==> src/rtl/core/dnsar_pkg.sv <==
// ----------------------------------------------------------------------------
// dnsar_pkg
// shared types and constants of the dns a-record responder
// ----------------------------------------------------------------------------
package dnsar_pkg;

  localparam int MAX_MESSAGE_DEF = 1024;  // default message room in bytes
  localparam int HDR_LEN         = 12;    // dns header length
  localparam int REC_LEN         = 16;    // answer record length
  localparam int TAIL_LEN        = 4;     // qtype and qclass
  localparam int CMD_DEPTH       = 4;     // entries between front and back

  typedef enum logic [2:0] {
    PH_HEADER,
    PH_LENGTH,
    PH_LABEL,
    PH_TAIL,
    PH_DONE,
    PH_ERROR
  } phase_t;

  typedef enum logic [2:0] {
    ST_OK,
    ST_RESPONSE,
    ST_OPCODE,
    ST_TRUNC,
    ST_SHORT,
    ST_COMPRESSED,
    ST_NAME,
    ST_ROOM
  } status_t;

  typedef enum logic [1:0] {
    CMD_BYTE,     // one reply byte
    CMD_STATUS,   // end of message with an error status
    CMD_RECORD    // optional lead byte, then the answer record
  } cmd_kind_t;

  typedef struct packed {
    cmd_kind_t   kind;
    logic        lead;
    logic [7:0]  data;
    status_t     st;
  } cmd_t;

endpackage

==> src/rtl/core/dnsar_front.sv <==
// ----------------------------------------------------------------------------
// dnsar_front
// query parser: checks the header, walks the first name, issues commands
// ----------------------------------------------------------------------------
module dnsar_front import dnsar_pkg::*; #(
  parameter int MAX_MESSAGE = MAX_MESSAGE_DEF
) (
  input  logic       clk,
  input  logic       rst,
  input  logic       accept,
  input  logic [7:0] in_byte,
  input  logic       in_last,
  output logic       cmd_valid,
  output cmd_t       cmd
);

  localparam int POS_W = $clog2(MAX_MESSAGE + 1);
  localparam int SUM_W = $clog2(MAX_MESSAGE + 258);

  logic [POS_W-1:0] pos, pos_next;
  phase_t           phase, phase_next;
  logic [7:0]       label_left, label_left_next;
  logic [POS_W-1:0] name_len, name_len_next;
  logic [2:0]       tail_left, tail_left_next;
  status_t          err, err_next;

  logic             in_room;
  logic             have;
  logic [7:0]       ob;
  logic             fail_hit;
  status_t          fail_code;
  logic [SUM_W-1:0] room_sum;
  logic [POS_W-1:0] pos_inc;

  assign in_room  = pos < POS_W'(MAX_MESSAGE);
  assign pos_inc  = pos + POS_W'(1);
  assign room_sum = SUM_W'(name_len) + SUM_W'(in_byte) + SUM_W'(2);

  always_comb begin
    pos_next        = pos;
    phase_next      = phase;
    label_left_next = label_left;
    name_len_next   = name_len;
    tail_left_next  = tail_left;
    err_next        = err;
    have            = 1'b0;
    ob              = in_byte;
    fail_hit        = 1'b0;
    fail_code       = ST_OK;
    cmd_valid       = 1'b0;
    cmd             = '{kind: CMD_BYTE, lead: 1'b0, data: 8'h00, st: ST_OK};

    if (in_room) begin
      pos_next = pos_inc;
      case (phase)
        PH_HEADER: begin
          have = 1'b1;
          if (pos == POS_W'(2)) begin
            if (in_byte[7]) begin
              fail_hit  = 1'b1;
              fail_code = ST_RESPONSE;
            end else if (in_byte[6:3] != 4'h0) begin
              fail_hit  = 1'b1;
              fail_code = ST_OPCODE;
            end else if (in_byte[1]) begin
              fail_hit  = 1'b1;
              fail_code = ST_TRUNC;
            end else begin
              ob = in_byte | 8'h84;  // qr and aa
            end
          end else if (pos == POS_W'(3)) begin
            ob = in_byte | 8'h80;    // ra
          end else if (pos >= POS_W'(4)) begin
            // one question, one answer, no other records
            ob = (pos == POS_W'(5) || pos == POS_W'(7)) ? 8'h01 : 8'h00;
          end
          if (pos_inc >= POS_W'(HDR_LEN)) begin
            phase_next = PH_LENGTH;
          end
        end
        PH_LENGTH: begin
          if (in_byte[7:6] != 2'b00) begin
            fail_hit  = 1'b1;
            fail_code = ST_COMPRESSED;
          end else if (in_byte == 8'h00) begin
            have           = 1'b1;
            tail_left_next = 3'(TAIL_LEN);
            phase_next     = PH_TAIL;
          end else if (room_sum >= SUM_W'(MAX_MESSAGE - 1)) begin
            fail_hit  = 1'b1;
            fail_code = ST_NAME;
          end else begin
            have            = 1'b1;
            name_len_next   = name_len + POS_W'(name_len != '0) + POS_W'(in_byte);
            label_left_next = in_byte;
            phase_next      = PH_LABEL;
          end
        end
        PH_LABEL: begin
          have            = 1'b1;
          label_left_next = label_left - 8'd1;
          if (label_left == 8'd1) begin
            phase_next = PH_LENGTH;
          end
        end
        PH_TAIL: begin
          have           = 1'b1;
          tail_left_next = tail_left - 3'd1;
          if (tail_left == 3'd1) begin
            if (pos_inc > POS_W'(MAX_MESSAGE - REC_LEN)) begin
              fail_hit  = 1'b1;
              fail_code = ST_ROOM;
            end else begin
              phase_next = PH_DONE;
            end
          end
        end
        default: begin
        end
      endcase
    end

    if (fail_hit) begin
      have       = 1'b0;
      phase_next = PH_ERROR;
      err_next   = fail_code;
    end

    if (in_last) begin
      // message ends before the question is complete
      if (phase_next == PH_HEADER) begin
        phase_next = PH_ERROR;
        err_next   = ST_SHORT;
      end else if (phase_next != PH_DONE && phase_next != PH_ERROR) begin
        phase_next = PH_ERROR;
        err_next   = ST_NAME;
      end
      cmd_valid = 1'b1;
      if (phase_next == PH_ERROR) begin
        cmd = '{kind: CMD_STATUS, lead: 1'b0, data: 8'h00, st: err_next};
      end else begin
        cmd = '{kind: CMD_RECORD, lead: have, data: ob, st: ST_OK};
      end
      pos_next        = '0;
      phase_next      = PH_HEADER;
      label_left_next = '0;
      name_len_next   = '0;
      tail_left_next  = '0;
      err_next        = ST_OK;
    end else begin
      cmd_valid = have;
      cmd       = '{kind: CMD_BYTE, lead: 1'b0, data: ob, st: ST_OK};
    end
  end

  always_ff @(posedge clk) begin
    if (rst) begin
      pos        <= '0;
      phase      <= PH_HEADER;
      label_left <= '0;
      name_len   <= '0;
      tail_left  <= '0;
      err        <= ST_OK;
    end else if (accept) begin
      pos        <= pos_next;
      phase      <= phase_next;
      label_left <= label_left_next;
      name_len   <= name_len_next;
      tail_left  <= tail_left_next;
      err        <= err_next;
    end
  end

  a_label_nonzero: assert property (@(posedge clk) disable iff (rst)
    phase == PH_LABEL |-> label_left != 8'd0)
    else $error("label phase with no label bytes left");

  a_tail_count: assert property (@(posedge clk) disable iff (rst)
    phase == PH_TAIL |-> (tail_left != 3'd0 && tail_left <= 3'(TAIL_LEN)))
    else $error("tail counter out of range");

endmodule

==> src/rtl/core/dnsar_cmd_fifo.sv <==
// ----------------------------------------------------------------------------
// dnsar_cmd_fifo
// short command queue between the parser and the reply sequencer
// ----------------------------------------------------------------------------
module dnsar_cmd_fifo import dnsar_pkg::*; (
  input  logic clk,
  input  logic rst,
  input  logic wr_en,
  input  cmd_t wr_cmd,
  output logic full,
  input  logic rd_en,
  output cmd_t rd_cmd,
  output logic empty
);

  localparam int PTR_W = $clog2(CMD_DEPTH);
  localparam int CNT_W = $clog2(CMD_DEPTH + 1);

  cmd_t             mem [CMD_DEPTH];
  logic [PTR_W-1:0] wr_ptr, rd_ptr;
  logic [CNT_W-1:0] count;

  assign full   = count == CNT_W'(CMD_DEPTH);
  assign empty  = count == '0;
  assign rd_cmd = mem[rd_ptr];

  always_ff @(posedge clk) begin
    if (wr_en) begin
      mem[wr_ptr] <= wr_cmd;
    end
  end

  always_ff @(posedge clk) begin
    if (rst) begin
      wr_ptr <= '0;
      rd_ptr <= '0;
      count  <= '0;
    end else begin
      if (wr_en) begin
        wr_ptr <= (wr_ptr == PTR_W'(CMD_DEPTH - 1)) ? '0 : wr_ptr + PTR_W'(1);
      end
      if (rd_en) begin
        rd_ptr <= (rd_ptr == PTR_W'(CMD_DEPTH - 1)) ? '0 : rd_ptr + PTR_W'(1);
      end
      if (wr_en && !rd_en) begin
        count <= count + CNT_W'(1);
      end else if (rd_en && !wr_en) begin
        count <= count - CNT_W'(1);
      end
    end
  end

  a_no_overflow: assert property (@(posedge clk) disable iff (rst)
    wr_en |-> !full)
    else $error("command written while queue full");

  a_no_underflow: assert property (@(posedge clk) disable iff (rst)
    rd_en |-> !empty)
    else $error("command read while queue empty");

endmodule

==> src/rtl/core/dnsar_back.sv <==
// ----------------------------------------------------------------------------
// dnsar_back
// reply sequencer: expands commands into words on the output register
// ----------------------------------------------------------------------------
module dnsar_back import dnsar_pkg::*; (
  input  logic        clk,
  input  logic        rst,
  input  logic        head_valid,
  input  cmd_t        head,
  output logic        head_pop,
  input  logic [31:0] answer_ttl,
  input  logic [31:0] answer_address,
  output logic        empty,
  input  logic        pop,
  output logic [7:0]  out_byte,
  output logic        byte_valid,
  output logic        out_last,
  output logic [2:0]  status
);

  localparam int CNT_W = $clog2(REC_LEN + 2);

  function automatic logic [7:0] rec_byte(input logic [3:0] idx,
                                          input logic [31:0] ttl,
                                          input logic [31:0] addr);
    logic [7:0] b;
    case (idx)
      4'd0:    b = 8'hC0;             // name pointer
      4'd1:    b = 8'(HDR_LEN);
      4'd3:    b = 8'h01;             // type a
      4'd5:    b = 8'h01;             // class in
      4'd6:    b = ttl[31:24];
      4'd7:    b = ttl[23:16];
      4'd8:    b = ttl[15:8];
      4'd9:    b = ttl[7:0];
      4'd11:   b = 8'h04;             // rdlength
      4'd12:   b = addr[31:24];
      4'd13:   b = addr[23:16];
      4'd14:   b = addr[15:8];
      4'd15:   b = addr[7:0];
      default: b = 8'h00;
    endcase
    return b;
  endfunction

  logic             out_valid;
  logic [CNT_W-1:0] cnt, cnt_next;
  logic [3:0]       ridx;
  logic             load;
  logic [7:0]       nb;
  logic             nv, nl;
  status_t          ns;

  assign empty = !out_valid;
  assign load  = head_valid && (!out_valid || pop);
  assign ridx  = 4'(cnt - CNT_W'(head.lead));

  always_comb begin
    head_pop = 1'b0;
    cnt_next = cnt;
    nb       = 8'h00;
    nv       = 1'b0;
    nl       = 1'b0;
    ns       = ST_OK;
    case (head.kind)
      CMD_BYTE: begin
        nb       = head.data;
        nv       = 1'b1;
        head_pop = load;
      end
      CMD_STATUS: begin
        nl       = 1'b1;
        ns       = head.st;
        head_pop = load;
      end
      CMD_RECORD: begin
        nv = 1'b1;
        if (head.lead && cnt == '0) begin
          nb = head.data;
          if (load) begin
            cnt_next = CNT_W'(1);
          end
        end else begin
          nb = rec_byte(ridx, answer_ttl, answer_address);
          nl = ridx == 4'(REC_LEN - 1);
          if (load) begin
            if (nl) begin
              head_pop = 1'b1;
              cnt_next = '0;
            end else begin
              cnt_next = cnt + CNT_W'(1);
            end
          end
        end
      end
      default: begin
        head_pop = load;
      end
    endcase
  end

  always_ff @(posedge clk) begin
    if (rst) begin
      out_valid <= 1'b0;
      cnt       <= '0;
    end else begin
      cnt <= cnt_next;
      if (load) begin
        out_valid <= 1'b1;
      end else if (pop) begin
        out_valid <= 1'b0;
      end
    end
  end

  always_ff @(posedge clk) begin
    if (load) begin
      out_byte   <= nb;
      byte_valid <= nv;
      out_last   <= nl;
      status     <= 3'(ns);
    end
  end

  a_status_word: assert property (@(posedge clk) disable iff (rst)
    (out_valid && !byte_valid) |-> (out_last && status != 3'(ST_OK)))
    else $error("word without a byte is not an error status");

  a_record_busy: assert property (@(posedge clk) disable iff (rst)
    cnt != '0 |-> (head_valid && head.kind == CMD_RECORD))
    else $error("record counter running without a record command");

endmodule

==> src/rtl/core/dns_fixed_a_record_responder.sv <==
// ----------------------------------------------------------------------------
// dns_fixed_a_record_responder
// streams a dns reply with one fixed a record from a query byte stream
// ----------------------------------------------------------------------------
// usage
//   input queue: a query word (in_byte, in_last) is taken at a clock edge
//   with push high and full low; in_last marks the final query byte
//   output queue: the oldest reply word sits on out_byte, byte_valid,
//   out_last and status while empty is low and leaves on an edge with pop
//   config: wr_en writes wr_data to answer_ttl (index 0) or answer_address
//   (index 1); unenforced: the user must write only while the block is idle
// timing
//   a pushed word is written into the command queue and then loaded into
//   the output register; one query byte per cycle while full stays low;
//   the final byte of a good query expands into an optional lead byte and
//   the 16-byte answer record, which the sequencer plays out at one word
//   per cycle while pop keeps up and the command queue fills and then
//   stalls input through full; a stalled consumer backs up the output
//   register, then the command queue, then full rises
// reset
//   rst clears the parser, the queue and the output valid flag; the output
//   word is not reset, and answer_ttl and answer_address return to zero
// ----------------------------------------------------------------------------
module dns_fixed_a_record_responder import dnsar_pkg::*; #(
  parameter int MAX_MESSAGE = MAX_MESSAGE_DEF
) (
  input  logic        clk,
  input  logic        rst,
  // query words
  input  logic        push,
  output logic        full,
  input  logic [7:0]  in_byte,
  input  logic        in_last,
  // reply words
  output logic        empty,
  input  logic        pop,
  output logic [7:0]  out_byte,
  output logic        byte_valid,
  output logic        out_last,
  output logic [2:0]  status,
  // configuration writes
  input  logic        wr_en,
  input  logic        wr_index,
  input  logic [31:0] wr_data
);

  localparam logic REG_TTL  = 1'b0;
  localparam logic REG_ADDR = 1'b1;

  logic [31:0] answer_ttl;
  logic [31:0] answer_address;

  logic        accept;
  logic        front_valid;
  cmd_t        front_cmd;
  logic        head_valid;
  logic        q_empty;
  cmd_t        head;
  logic        head_pop;

  // a query word is taken whenever the command queue has room
  assign accept     = push && !full;
  assign head_valid = !q_empty;

  always_ff @(posedge clk) begin
    if (rst) begin
      answer_ttl     <= '0;
      answer_address <= '0;
    end else if (wr_en) begin
      case (wr_index)
        REG_TTL:  answer_ttl     <= wr_data;
        REG_ADDR: answer_address <= wr_data;
        default: begin
        end
      endcase
    end
  end

  // parser: header checks and name walk, one command per query word at most
  dnsar_front #(
    .MAX_MESSAGE(MAX_MESSAGE)
  ) u_front (
    .clk      (clk),
    .rst      (rst),
    .accept   (accept),
    .in_byte  (in_byte),
    .in_last  (in_last),
    .cmd_valid(front_valid),
    .cmd      (front_cmd)
  );

  // decouples the parser from the record playout
  dnsar_cmd_fifo u_queue (
    .clk   (clk),
    .rst   (rst),
    .wr_en (accept && front_valid),
    .wr_cmd(front_cmd),
    .full  (full),
    .rd_en (head_pop),
    .rd_cmd(head),
    .empty (q_empty)
  );

  // sequencer: turns commands into reply words
  dnsar_back u_back (
    .clk           (clk),
    .rst           (rst),
    .head_valid    (head_valid),
    .head          (head),
    .head_pop      (head_pop),
    .answer_ttl    (answer_ttl),
    .answer_address(answer_address),
    .empty         (empty),
    .pop           (pop),
    .out_byte      (out_byte),
    .byte_valid    (byte_valid),
    .out_last      (out_last),
    .status        (status)
  );

endmodule
==> config.mk <==
export PLATFORM = sky130hd
export DESIGN_NAME = dns_fixed_a_record_responder
export DESIGN_NICKNAME = d
export VERILOG_FILES = /design/src/rtl/core/dnsar_pkg.sv /design/src/rtl/core/dnsar_front.sv /design/src/rtl/core/dnsar_cmd_fifo.sv /design/src/rtl/core/dnsar_back.sv /design/src/rtl/core/dns_fixed_a_record_responder.sv
export SDC_FILE = /design/constraint.sdc
export NUM_CORES = 1
export LEC_CHECK = 0
export BUFFER_PORTS_ARGS = -buffer_cell sky130_fd_sc_hd__buf_2
export CAP_MARGIN = 20
export CELL_PAD_IN_SITES_DETAIL_PLACEMENT = 2
export CELL_PAD_IN_SITES_GLOBAL_PLACEMENT = 2
export CORE_ASPECT_RATIO = 1.75
export CORE_MARGIN = 2
export CORE_UTILIZATION = 39
export CTS_CLUSTER_DIAMETER = 50
export DETAILED_ROUTE_END_ITERATION = 12
export PLACE_DENSITY_LB_ADDON = 0.25
export SETUP_SLACK_MARGIN = 0.05
export SLEW_MARGIN = 5
export SYNTH_ARGS = -nofsm -noshare
export SYNTH_HDL_FRONTEND = slang
export SYNTH_SLANG_ARGS = --single-unit
==> constraint.sdc <==
create_clock -name clk -period 6.4 [get_ports clk]
set_clock_uncertainty 0.2 [all_clocks]
set_input_delay 0.96 -clock clk [delete_from_list [all_inputs] [get_ports clk]]
set_output_delay 0.96 -clock clk [all_outputs]
set_load 0.02 [all_outputs]
== Word level (Yosys, flattened, before mapping) ==
Memories as Yosys holds them, arrays and structs flattened. A register that Yosys moved wholly into a read port is not among the register bits.
Cells that the tools add are included.
Storage, ports and cells
  register bits: 129
  bits in writable memories: 56
  memories kept: 1
Memory list
  u_queue.mem: words 4, bits a word 14, read ports 1, clocked after Yosys merged registers in 1, write ports 1, line dnsar_cmd_fifo.sv:19  | cmd_t mem [CMD_DEPTH];
Operators by class
  add/subtract/negate cells: 13
  magnitude comparators: 5
  equal/unequal tests: 36
  multiplexer cells: 101
  bitwise logic cells: 1
  reduce and logical (&&, ||, !) cells: 40
Operators with widths (count)
  $mux W8: 14
  $mux W3: 32
  $pmux W8 S12: 1
  $mux W11: 8
  $pmux W8 S2: 2
  $eq A4 B4 Y1 const B: 7
  $mux W14: 2
  $mux W1: 27
  $add A11 B8 Y11: 2
  $eq A11 B2 Y1 const B: 2
  $eq A11 B3 Y1 const B: 2
  $mux W5: 4
  $ne A3 B3 Y1 const B: 5
  $eq A4 B3 Y1 const B: 3
  $pmux W3 S4: 1
  $reduce_and A6 Y1: 2
  $add A11 B1 Y11: 1
  $add A11 B1 Y11 const B: 1
  $add A11 B2 Y11 const B: 1
  $ge A11 B10 Y1 const B: 1
  $ge A11 B3 Y1 const B: 1
  $ge A11 B4 Y1 const B: 1
  $gt A11 B10 Y1 const B: 1
  $lt A11 B11 Y1 const B: 1
  other kinds (38): 74

== Longest topological paths before layout ==
Gate-level depths: netlist of the first run.
  word-level depth: 17
  mapped depth: 18

== Hierarchy ==
From an unflattened synthesis of the first run, not the netlist that was laid out.
Second synthesis, totals
  cells, all modules: 1137
  area total of the unflattened synthesis: 11033.1 um2
Modules (own cells, without submodules)
  dnsar_front: instances 1, cells each 497, area each 3619.7 um2, seq. area each 780.7 um2
  dns_fixed_a_record_responder: instances 1, cells each 248, area each 2683.8 um2, seq. area each 1281.2 um2
  dnsar_cmd_fifo: instances 1, cells each 117, area each 2488.6 um2, seq. area each 1861.8 um2
  dnsar_back: instances 1, cells each 275, area each 2240.9 um2, seq. area each 510.5 um2

== Worst setup path before layout of the first run ==
Ideal clock, no wire load.
  path kind: input to register
  from: in in_byte[4]
  to: reg u_queue.count[2]
  setup time: 0.070 ns
  arrival time: 4.884 ns
  required time: 6.130 ns
  path slack: 1.246 ns
  stages: 15
  buffers on the path: 0
  cells stage by stage: ha_1 > fa_1 > nand2_1 > or3_4 > a2111o_1 > and3_4 > o31ai_4 > o2111ai_2 > o31ai_4 > ha_1 > inv_1 > fa_1 > xor2_1 > or3_1 > a21oi_1
Between the ends
  cells in the longest elaborated chain, start to end: 14
  elaborated cells between the ends (all ways): 26
Ends and longest elaborated chain
  from (decl): line dns_fixed_a_record_responder.sv:32  | input logic [7:0] in_byte,
  $add A11 B8 Y11: line dnsar_front.sv:37  | assign room_sum = SUM_W'(name_len) + SUM_W'(in_byte) + SUM_W'(2);
  $add A11 B2 Y11: line dnsar_front.sv:37
  $ge A11 B10 Y1: line dnsar_front.sv:89  | end else if (room_sum >= SUM_W'(MAX_MESSAGE - 1)) begin
  $mux W1: line dnsar_front.sv:89
  $mux W1: line dnsar_front.sv:85  | end else if (in_byte == 8'h00) begin
  $mux W1: line dnsar_front.sv:82  | if (in_byte[7:6] != 2'b00) begin
  $pmux W1 S3 or $pmux W1 S2 (tied branches): line dnsar_front.sv:55  | case (phase)
  $mux W1: line dnsar_front.sv:53  | if (in_room) begin
  $mux W1 (*): line dnsar_front.sv:123  | if (fail_hit) begin
  $mux W1 (*): line dnsar_front.sv:129  | if (in_last) begin
  $logic_and A1 B1 Y1 (*): line dns_fixed_a_record_responder.sv:96  | .wr_en (accept && front_valid),
  via u_queue.wr_en: line dnsar_cmd_fifo.sv:8  | input logic wr_en,
  $logic_not A1 Y1: line dnsar_cmd_fifo.sv:47  | end else if (rd_en && !wr_en) begin
  $logic_and A1 B1 Y1: line dnsar_cmd_fifo.sv:47
  $reduce_bool A2 Y1 (no source line)
  to (signal assigned): line dnsar_cmd_fifo.sv:46  | count <= count + CNT_W'(1);
  to (signal assigned): line dnsar_cmd_fifo.sv:48  | count <= count - CNT_W'(1);
  to (decl): line dnsar_cmd_fifo.sv:21  | logic [CNT_W-1:0] count;
Mark *: on every way through the listed nets, which the timed path passes. The rest lies on a longest branch.
A chain may end at the register's enable or synchronous reset.

==> run metrics, run 1 <==
post-layout net count 1224; clk_lat worst skew 460 ps; Crit path arrival time between 5000 and 6000 ps; IO Pins 62; core area ~25000 µm²; die area 27100 µm²; total global routing overflow 0; Worst Slack Setup Final between 900 and 1000 ps; register area share after synthesis 44.1%; CTS Buf Count 17; RR Endpoint u_queue.mem[0][0]$_DFFE_PP_; Yosys top cell area share 23.5%; Initial Util 39.7%; Die Y roughly 220 µm; vias in the first global route 9670; Placer Congestion ~0.86; drt pass-1 iters 5; Post-synth EDFFs 69; outcome complete, no violations; post-route ant nets 0; post-CTS setup buffers 0; worst hold-check path type reg2reg; Max Cap Violations 0; synth warn 0; drt via density 6.04; diodes inserted 0; max_slew headroom 31.9%; Worst VDD drop 0.231 mV; routed len/inst 24.8 µm; Hold Vio Cnt, Final 0; Syn Inst Count between 1000 and 1500; Die W 125 µm; initial antenna violation count 0; post-DP HPWL roughly 27000 µm; CTS Sinks between 150 and 200; most frequent cells in the layout nand2_1, a21oi_1, dfxtp_1; WL final 36200 µm; area grow syn2layout 11.1%; Place WS 532 ps; Resize count post-CTS 0; CTS root buffer clkbuf_16; largest net degree at the start of global routing 76; pwr dens 346 nW/µm²; ys flop type dfxtp_1; CP Launch Type input pin; Synth cell types 79; Max Transition Viols Final 0; setup violators final 0; Async S/R FF share, synth 0%; setup tns final 0 ps; RSZ-0062 raised after global routing no; net count after synthesis about 1200; crit path launch in_byte[1]; cell row count 77; FMAX 183 MHz; final period utilization 85.2%; Worst setup endpoint u_queue.mem[0][0]$_DFFE_PP_; Bufs on Longest Clock Path 2; r2r worst-path depth 13; Mapped Area 10100 µm²; Critical Path Fanout Max 7; Leak 0.00414 µW; top cell type by total area after synthesis dfxtp_1; Clk pin slew, worst setup/hold paths 70 ps; WP data required 6310 ps; CTS tree yes; buffers added on ports 61; synth top area cells dfxtp_1, edfxtp_1, nand2_1; CP Capture Type flop; CTS Hold Bufs 0; Tmin final 5450 ps; commonest non-fill, non-tap cell in the layout nand2_1; DRC 0; measured slew at the worst slew-check pin 1010 ps; register bit count reported by yosys 187; FILL cells 2814; gr usage total roughly 27%; FF-to-FF setup slack 1240 ps; RR Startpoint u_front.name_len[1]$_SDFFE_PP0P_; CP Class in2reg; DRT iter0 DRCs 591; number of H-tree levels 4; first-pass GRT wire length roughly 56000 µm; share of layout cells above drive strength 1 12.7%; vias post-DR approximately 8800; Avg Inst Size Synth slightly above 9 µm²
-- per-stage QoR --
| step | instances | instance area (µm²) | power, µW | hold WS [ps] | utilization, % |
|---|---|---|---|---|---|
| 3_3_place_gp | 1428 | 10600 | 2740 | 240 | 41.9 |
| 4_1_cts | 1460 | 11200 | 3910 | 260 | 44.1 |
| 6_report | 1460 | 11200 | 3870 | 258 | 44.1 |
| 2_1_floorplan | 1104 | 10100 | 2310 | 227 | - |
| 3_5_place_dp | 1428 | 10600 | 2830 | 250 | 41.9 |
| 5_1_grt | 1460 | 11200 | 4040 | 284 | 44.1 |
-- flip-flops by register name, indices dropped and copies added (netlist names), named ones only --
name / cells
u_queue.mem: 56
answer_address: 32
answer_ttl: 32
u_front.name_len: 11
u_front.pos: 11
u_back.out_byte: 8
u_front.label_left: 8
u_back.cnt: 5
u_back.status: 3
u_front.err: 3
u_front.phase: 3
u_front.tail_left: 3
u_queue.count: 3
u_queue.rd_ptr: 2
u_queue.wr_ptr: 2
u_back.byte_valid: 1
u_back.out_last: 1
u_back.out_valid: 1
-- final cells by class --
class / count / area [µm²] / share of cell area (%)
well taps: 316 / 395 / 3.54
clock inverters: 12 / 123 / 1.10
multi-input cells: 799 / 5170 / 46.3
clock buffers: 20 / 437 / 3.91
flip-flops and latches: 187 / 4430 / 39.7
repair buffers: 76 / 420 / 3.77
inverters: 50 / 188 / 1.68
-- logic make-up (layout without fill, tap and decap cells) --
family | after synthesis | after routing | share of synthesized area [%]
mux | 30 | 30 | 4.89
flops | 187 | 187 | 44.1
simple gates | 408 | 408 | 19.2
xor+xnor | 21 | 21 | 1.83
buf+inv | 118 | 158 | 4.56
compound gates | 294 | 294 | 19.0
fa+ha+maj | 46 | 46 | 6.40
-- cell usage after synthesis (all sizes together), types with 6 or more instances --
cell,number
buf,20
ha,37
or3,9
a211oi,9
nand3,24
o22ai,9
nor4,12
a21oi,128
mux2i,12
and3,9
and2,11
nor3,25
or2,7
nor2,60
mux4,15
nand4,9
nand2,195
o21ai,48
or4,14
xor2,12
nor2b,8
o31ai,11
dfxtp,118
edfxtp,69
nand2b,10
fa,9
a31oi,8
a22o,12
inv,49
clkbuf,48
xnor2,9
a311oi,6
-- worst min path at each step --
stage | startpoint | depth (start not counted) | slack [ps] | to
2_1_floorplan | u_front.err[2]$_SDFFE_PP0P_ | 2 | 230 | u_front.err[2]$_SDFFE_PP0P_
3_3_place_gp | u_front.err[2]$_SDFFE_PP0P_ | 2 | 240 | u_front.err[2]$_SDFFE_PP0P_
3_5_place_dp | answer_ttl[10]$_SDFFE_PP0P_ | 2 | 250 | answer_ttl[10]$_SDFFE_PP0P_
4_1_cts | answer_ttl[10]$_SDFFE_PP0P_ | 2 | 260 | answer_ttl[10]$_SDFFE_PP0P_
5_1_grt | answer_ttl[18]$_SDFFE_PP0P_ | 2 | 280 | answer_ttl[18]$_SDFFE_PP0P_
6_report | answer_address[22]$_SDFFE_PP0P_ | 2 | 260 | answer_address[22]$_SDFFE_PP0P_
-- routing by layer --
metal | share of wire (%) | global-route usage [%] | up-vias
met3 | 2.5 | 3.43 | 91
met5 | 0 | 0 | -
met4 | 5.9 | 15.4 | 0
met2 | 57 | 54.1 | 219
li1 | - | - | 4055
met1 | 35 | 26.4 | 4457
-- worst max-delay path: stages --
cell,delay (ps)
buf_2,100
inv_1,130
ha_1,330
inv_1,50
ha_1,220
fa_1,410
nand2b_1,120
a21oi_1,110
xnor2_1,150
nor4_1,740
nand3_1,360
o2111a_4,420
o211ai_1,390
nor4b_1,870
-- where the power goes --
group	switching [µW]	internal, µW
Combinational	869	441
Clock	485	573
Sequential	86.1	1410
Note: power is estimated with default switching activity, not from simulation.
==> inputs of run 2 (changes only) <==
--- a/config.mk
+++ b/config.mk
@@ -15,6 +15,7 @@
 export CTS_CLUSTER_DIAMETER = 50
 export DETAILED_ROUTE_END_ITERATION = 12
 export PLACE_DENSITY_LB_ADDON = 0.25
+export RECOVER_POWER = 25
 export SETUP_SLACK_MARGIN = 0.05
 export SLEW_MARGIN = 5
 export SYNTH_ARGS = -nofsm -noshare
==> run metrics, run 2 (synthesized netlist as in run 1, its figures left out) <==
drt pass-1 iters 4 (-1); routed len/inst 24.9 µm (+0.24%); DRT iter0 DRCs 551 (-6.8%); Resize count post-CTS 0 (unchanged); vias post-DR 8801 (-0.24%); max_slew headroom -142% (-170 points); Hold Vio Cnt, Final 0 (unchanged); commonest non-fill, non-tap cell in the layout nand2_1; vias in the first global route 9670 (unchanged); RR Startpoint u_front.name_len[1]$_SDFFE_PP0P_; Bufs on Longest Clock Path 2 (unchanged); CTS root buffer clkbuf_16; final period utilization 85.6% (+0.37 points); Tmin final 5480 ps (+24.0 ps); most frequent cells in the layout nand2_1, a21oi_1, dfxtp_1; number of flip-flops in the largest register 56 (unchanged); Initial Util 39.7% (unchanged); cell row count 77 (unchanged); WL final 36300 µm (+0.24%); Hold Path Origin answer_ttl[12]$_SDFFE_PP0P_; CTS Buf Count 17 (unchanged); gr usage total 27.2% (unchanged); Placer Congestion 0.864 (unchanged); core area 25300 µm² (unchanged); Critical Path Fanout Max 7 (unchanged); clk_lat worst skew 460 ps (about the same); setup violators final 0 (unchanged); post-CTS setup buffers 0 (unchanged); Max Transition Viols Final 141 (+141); diodes inserted 0 (unchanged); number of H-tree levels 4 (unchanged); WP data required 6310 ps (about the same); DRC 0 (unchanged); CTS tree yes; crit path launch in_byte[1]; IO Pins 62 (unchanged); Die Y 216 µm (unchanged); first-pass GRT wire length 56300 µm (unchanged); post-layout net count 1224 (unchanged); Crit path arrival time 5390 ps (+30 ps); Final Core Density 43.9% (-0.13 points); worst hold-check path type reg2reg; Worst VDD drop 0.231 mV (+0.21%); CTS Hold Bufs 0 (unchanged); die area 27100 µm² (unchanged); initial antenna violation count 0 (unchanged); post-route cell area 11100 µm² (-0.30%); failing checks capacitance limit, slew limit; setup tns final 0 ps (unchanged); CTS Sinks 187 (unchanged); Die W 125 µm (unchanged); CP Launch Type input pin; Post-Place Cell Area 10600 µm² (unchanged); outcome complete, but fails checks; measured slew at the worst slew-check pin 3630 ps (+2630 ps); post-DP HPWL 26800 µm (unchanged); post-route ant nets 0 (unchanged); buffers added on ports 61 (unchanged); RSZ-0062 raised after global routing no; CP Capture Type flop; largest net degree at the start of global routing 76 (unchanged); worst hold slack 258 ps (+0.859 ps); Largest regs u_queue.mem (56), answer_address (32), answer_ttl (32); Clk pin slew, worst setup/hold paths 70 ps (about the same); share of layout cells above drive strength 1 11.5% (-1.2 points); CP Class in2reg; drt via density 6.03 (-0.24%); area grow syn2layout 10.7%; Leak 0.00409 µW (-1.2%); FMAX 183 MHz (-0.44%); pwr dens 347 nW/µm² (about the same); Max Cap Violations 3 (+3); register bank with the most flops u_queue.mem; total global routing overflow 0 (unchanged)
-- run 2: final cells by class --
type	count	area, µm²
repair buffers	76	394
flip-flops and latches	187	4430
multi-input cells	799	5160
inverters	50	188
well taps	316	395
clock inverters	12	123
clock buffers	20	437
fillers	2825	14200
-- run 2: path summary, 6_finish.rpt --
| path | to | slack [ps] | cells past startpoint |
|---|---|---|---|
| hold / removal | answer_ttl[12]$_SDFFE_PP0P_ | 260 | 2 |
| setup reg to reg | u_queue.mem[0][0]$_DFFE_PP_ | 1220 | 13 |
| setup / recovery | u_queue.mem[0][0]$_DFFE_PP_ | 920 | 14 |
| hold reg to reg | answer_ttl[12]$_SDFFE_PP0P_ | 260 | 2 |
-- run 2: where the power goes --
part	switching, µW	total (µW)	internal (µW)
clock network	485	1060	573
logic	868	1300	430
registers	87.2	1500	1420
total	1440	3860	2420
-- run 2: per-layer routing --
metal | track usage [%] | share of wire (%)
met5 | 0 | 0
met4 | 15.4 | 5.6
met3 | 3.43 | 2.3
met2 | 54.1 | 57
met1 | 26.4 | 35
-- run 2: critical path, cell delays in order --
cell and delay, ps:
buf_2 100, inv_1 130, ha_1 330, inv_1 50
ha_1 220, fa_1 410, nand2b_1 120, a21oi_1 110
xnor2_1 150, nor4_1 750, nand3_1 360, o2111a_4 420
o211ai_1 400, nor4b_1 860
-- run 2: metrics by stage --
| step | setup WS [ps] | instances | total power, µW |
|---|---|---|---|
| after floorplan | 1250 | 1104 | 2310 |
| after global placement | 868 | 1428 | 2740 |
| after detailed placement | 532 | 1428 | 2830 |
| after CTS | 944 | 1460 | 3910 |
| after global routing | 587 | 1460 | 4030 |
| final | 921 | 1460 | 3860 |
==> inputs of run 3 (changes only) <==
--- a/config.mk
+++ b/config.mk
@@ -14,10 +14,11 @@
 export CORE_UTILIZATION = 39
 export CTS_CLUSTER_DIAMETER = 50
 export DETAILED_ROUTE_END_ITERATION = 12
-export PLACE_DENSITY_LB_ADDON = 0.25
+export PLACE_DENSITY = 0.84
 export RECOVER_POWER = 25
 export SETUP_SLACK_MARGIN = 0.05
 export SLEW_MARGIN = 5
 export SYNTH_ARGS = -nofsm -noshare
 export SYNTH_HDL_FRONTEND = slang
 export SYNTH_SLANG_ARGS = --single-unit
+export TNS_END_PERCENT = 5
==> run metrics, run 3 (synthesized netlist as in run 1, its figures left out) <==
max_slew headroom -207% (-65 points); RR Endpoint u_queue.count[1]$_SDFFE_PP0P_; Clk pin slew, worst setup/hold paths 60 ps (about the same); CP max-delay cell fa_1; area grow syn2layout 10.9%; Worst VDD drop 0.191 mV (-17%); FMAX 185 MHz (+1.3%); post-CTS setup buffers 0 (unchanged); worst path bufs/invs 2 (-1); IO Pins 62 (unchanged); crit path launch in_byte[4]; failing checks capacitance limit, slew limit; Resize count post-CTS 0 (unchanged); Leak 0.00412 µW (+0.84%); buffers added on ports 61 (unchanged); clk_lat worst skew 460 ps (about the same); Die Y 216 µm (unchanged); number of flip-flops in the largest register 56 (unchanged); vias in the first global route 9747 (+0.80%); Crit path arrival time 5530 ps (+140 ps); drt via density 6.04 (+0.20%); Place WS 669 ps (+137 ps); vias post-DR 8819 (+0.20%); WHS Endpoint answer_address[11]$_SDFFE_PP0P_; Placer Congestion 0.870 (+0.69%); Critical Path Fanout Max 7 (unchanged); crit path cell chain buf_2 > ha_1 > fa_1 > nand2_1 > or3_4 > a2111o_1 > and3_4 > o31ai_4 > o2111ai_2 > o31ai_4 > ha_1 > inv_1 > fa_1 > xor2_1 > or3_1 > a21oi_1; CTS Buf Count 17 (unchanged); WP data required 6530 ps (+220 ps); pwr dens 344 nW/µm² (-0.68%); post-route ant nets 0 (unchanged); Tmin final 5410 ps (-72.6 ps); share of layout cells above drive strength 1 12.4% (+0.96 points); CP Capture Type flop; core area 25300 µm² (unchanged); CP Class in2reg; Max Cap Violations 1 (-2); Die W 125 µm (unchanged); post-DP HPWL 27100 µm (+1.1%); post-layout net count 1224 (unchanged); Largest regs u_queue.mem (56), answer_address (32), answer_ttl (32); kind of cell adding the most delay to the critical path compound AO/OA/AOI/OAI gates; cell row count 77 (unchanged); r2r worst-path depth 12 (-1); outcome complete, but fails checks; CTS tree yes; gr usage total 27.5% (+0.25 points); most frequent cells in the layout nand2_1, a21oi_1, dfxtp_1; Hold Vio Cnt, Final 0 (unchanged); FF-to-FF setup slack 1220 ps (about the same); Hold Path Origin answer_address[11]$_SDFFE_PP0P_; measured slew at the worst slew-check pin 4610 ps (+980 ps); drt pass-1 iters 4 (unchanged); number of H-tree levels 4 (unchanged); Worst Slack Setup Final 994 ps (+72.6 ps); largest net degree at the start of global routing 99 (+30%); routed len/inst 25.0 µm (+0.52%); first-pass GRT wire length 56800 µm (+0.86%); CTS Hold Bufs 0 (unchanged); setup violators final 0 (unchanged); Initial Util 39.7% (unchanged); DRT iter0 DRCs 629 (+14%); commonest non-fill, non-tap cell in the layout nand2_1; die area 27100 µm² (unchanged); final period utilization 84.5% (-1.1 points); CP Launch Type input pin; total global routing overflow 0 (unchanged); Hold Path Depth 2 (unchanged); WL final 36500 µm (+0.52%); worst hold-check path type reg2reg; initial antenna violation count 0 (unchanged); Bufs on Longest Clock Path 2 (unchanged); worst stage delay on the critical path 570 ps (-290 ps); setup tns final 0 ps (unchanged); DRC 0 (unchanged); CTS Sinks 187 (unchanged); Max Transition Viols Final 99 (-30%); CTS root buffer clkbuf_16; RSZ-0062 raised after global routing no; register bank with the most flops u_queue.mem; diodes inserted 0 (unchanged)
==> run 3: cell types whose count changed in the layout (fill, tap and decap cells not counted), sizes merged <==
cell | before | now
clkinv | 7 | 9
clkbuf | 33 | 21
buf | 63 | 73
==> run 3: report_power, final <==
part / internal [µW] / total [µW] / switching [µW]
combinational: 428 / 1290 / 861
sequential: 1420 / 1500 / 82.7
clock: 568 / 1050 / 481
==> run 3: cell type report <==
type,instances,area (µm²)
Clock buffer,18,429
Clock inverter,14,128
Fill cell,2784,14200
Inverter,50,188
Multi-Input combinational cell,799,5160
Sequential cell,187,4430
Tap cell,316,395
Timing Repair Buffer,76,407
==> run 3: metrics by stage <==
stage	total power, µW	cells	util, %	cell area, µm²	hold slack (ps)
2_1_floorplan	2310	1104	-	10100	227
3_3_place_gp	2720	1426	41.8	10600	237
3_5_place_dp	2810	1427	41.8	10600	248
4_1_cts	3870	1459	44.0	11200	260
5_1_grt	4010	1460	44.0	11100	284
6_report	3840	1460	44.0	11100	256
==> run 3: worst max-delay path by stage <==
stage                                                to  cells after the start
after CTS                 u_queue.count[2]$_SDFFE_PP0P_                     16
after floorplan           u_queue.count[2]$_SDFFE_PP0P_                     15
after detailed placement  u_queue.count[2]$_SDFFE_PP0P_                     16
after global placement    u_queue.count[2]$_SDFFE_PP0P_                     16
after global routing        u_front.err[1]$_SDFFE_PP0P_                      3
final                     u_queue.count[2]$_SDFFE_PP0P_                     16
==> run 3: tightest hold or removal path: cells and delay by family (launching register included) <==
kind / cells / cell delay [ps]
flops: 1 / 310
compound gates: 1 / 50
simple gates: 1 / 50
==> run 3: per-layer routing <==
layer | track usage (%) | vias up | part of all wire [%]
met1 | 26.2 | 4459 | 35
met4 | 16.1 | 0 | 6.2
li1 | - | 4052 | -
met2 | 54.5 | 203 | 57
met5 | 0 | - | 0
met3 | 3.85 | 105 | 2.2
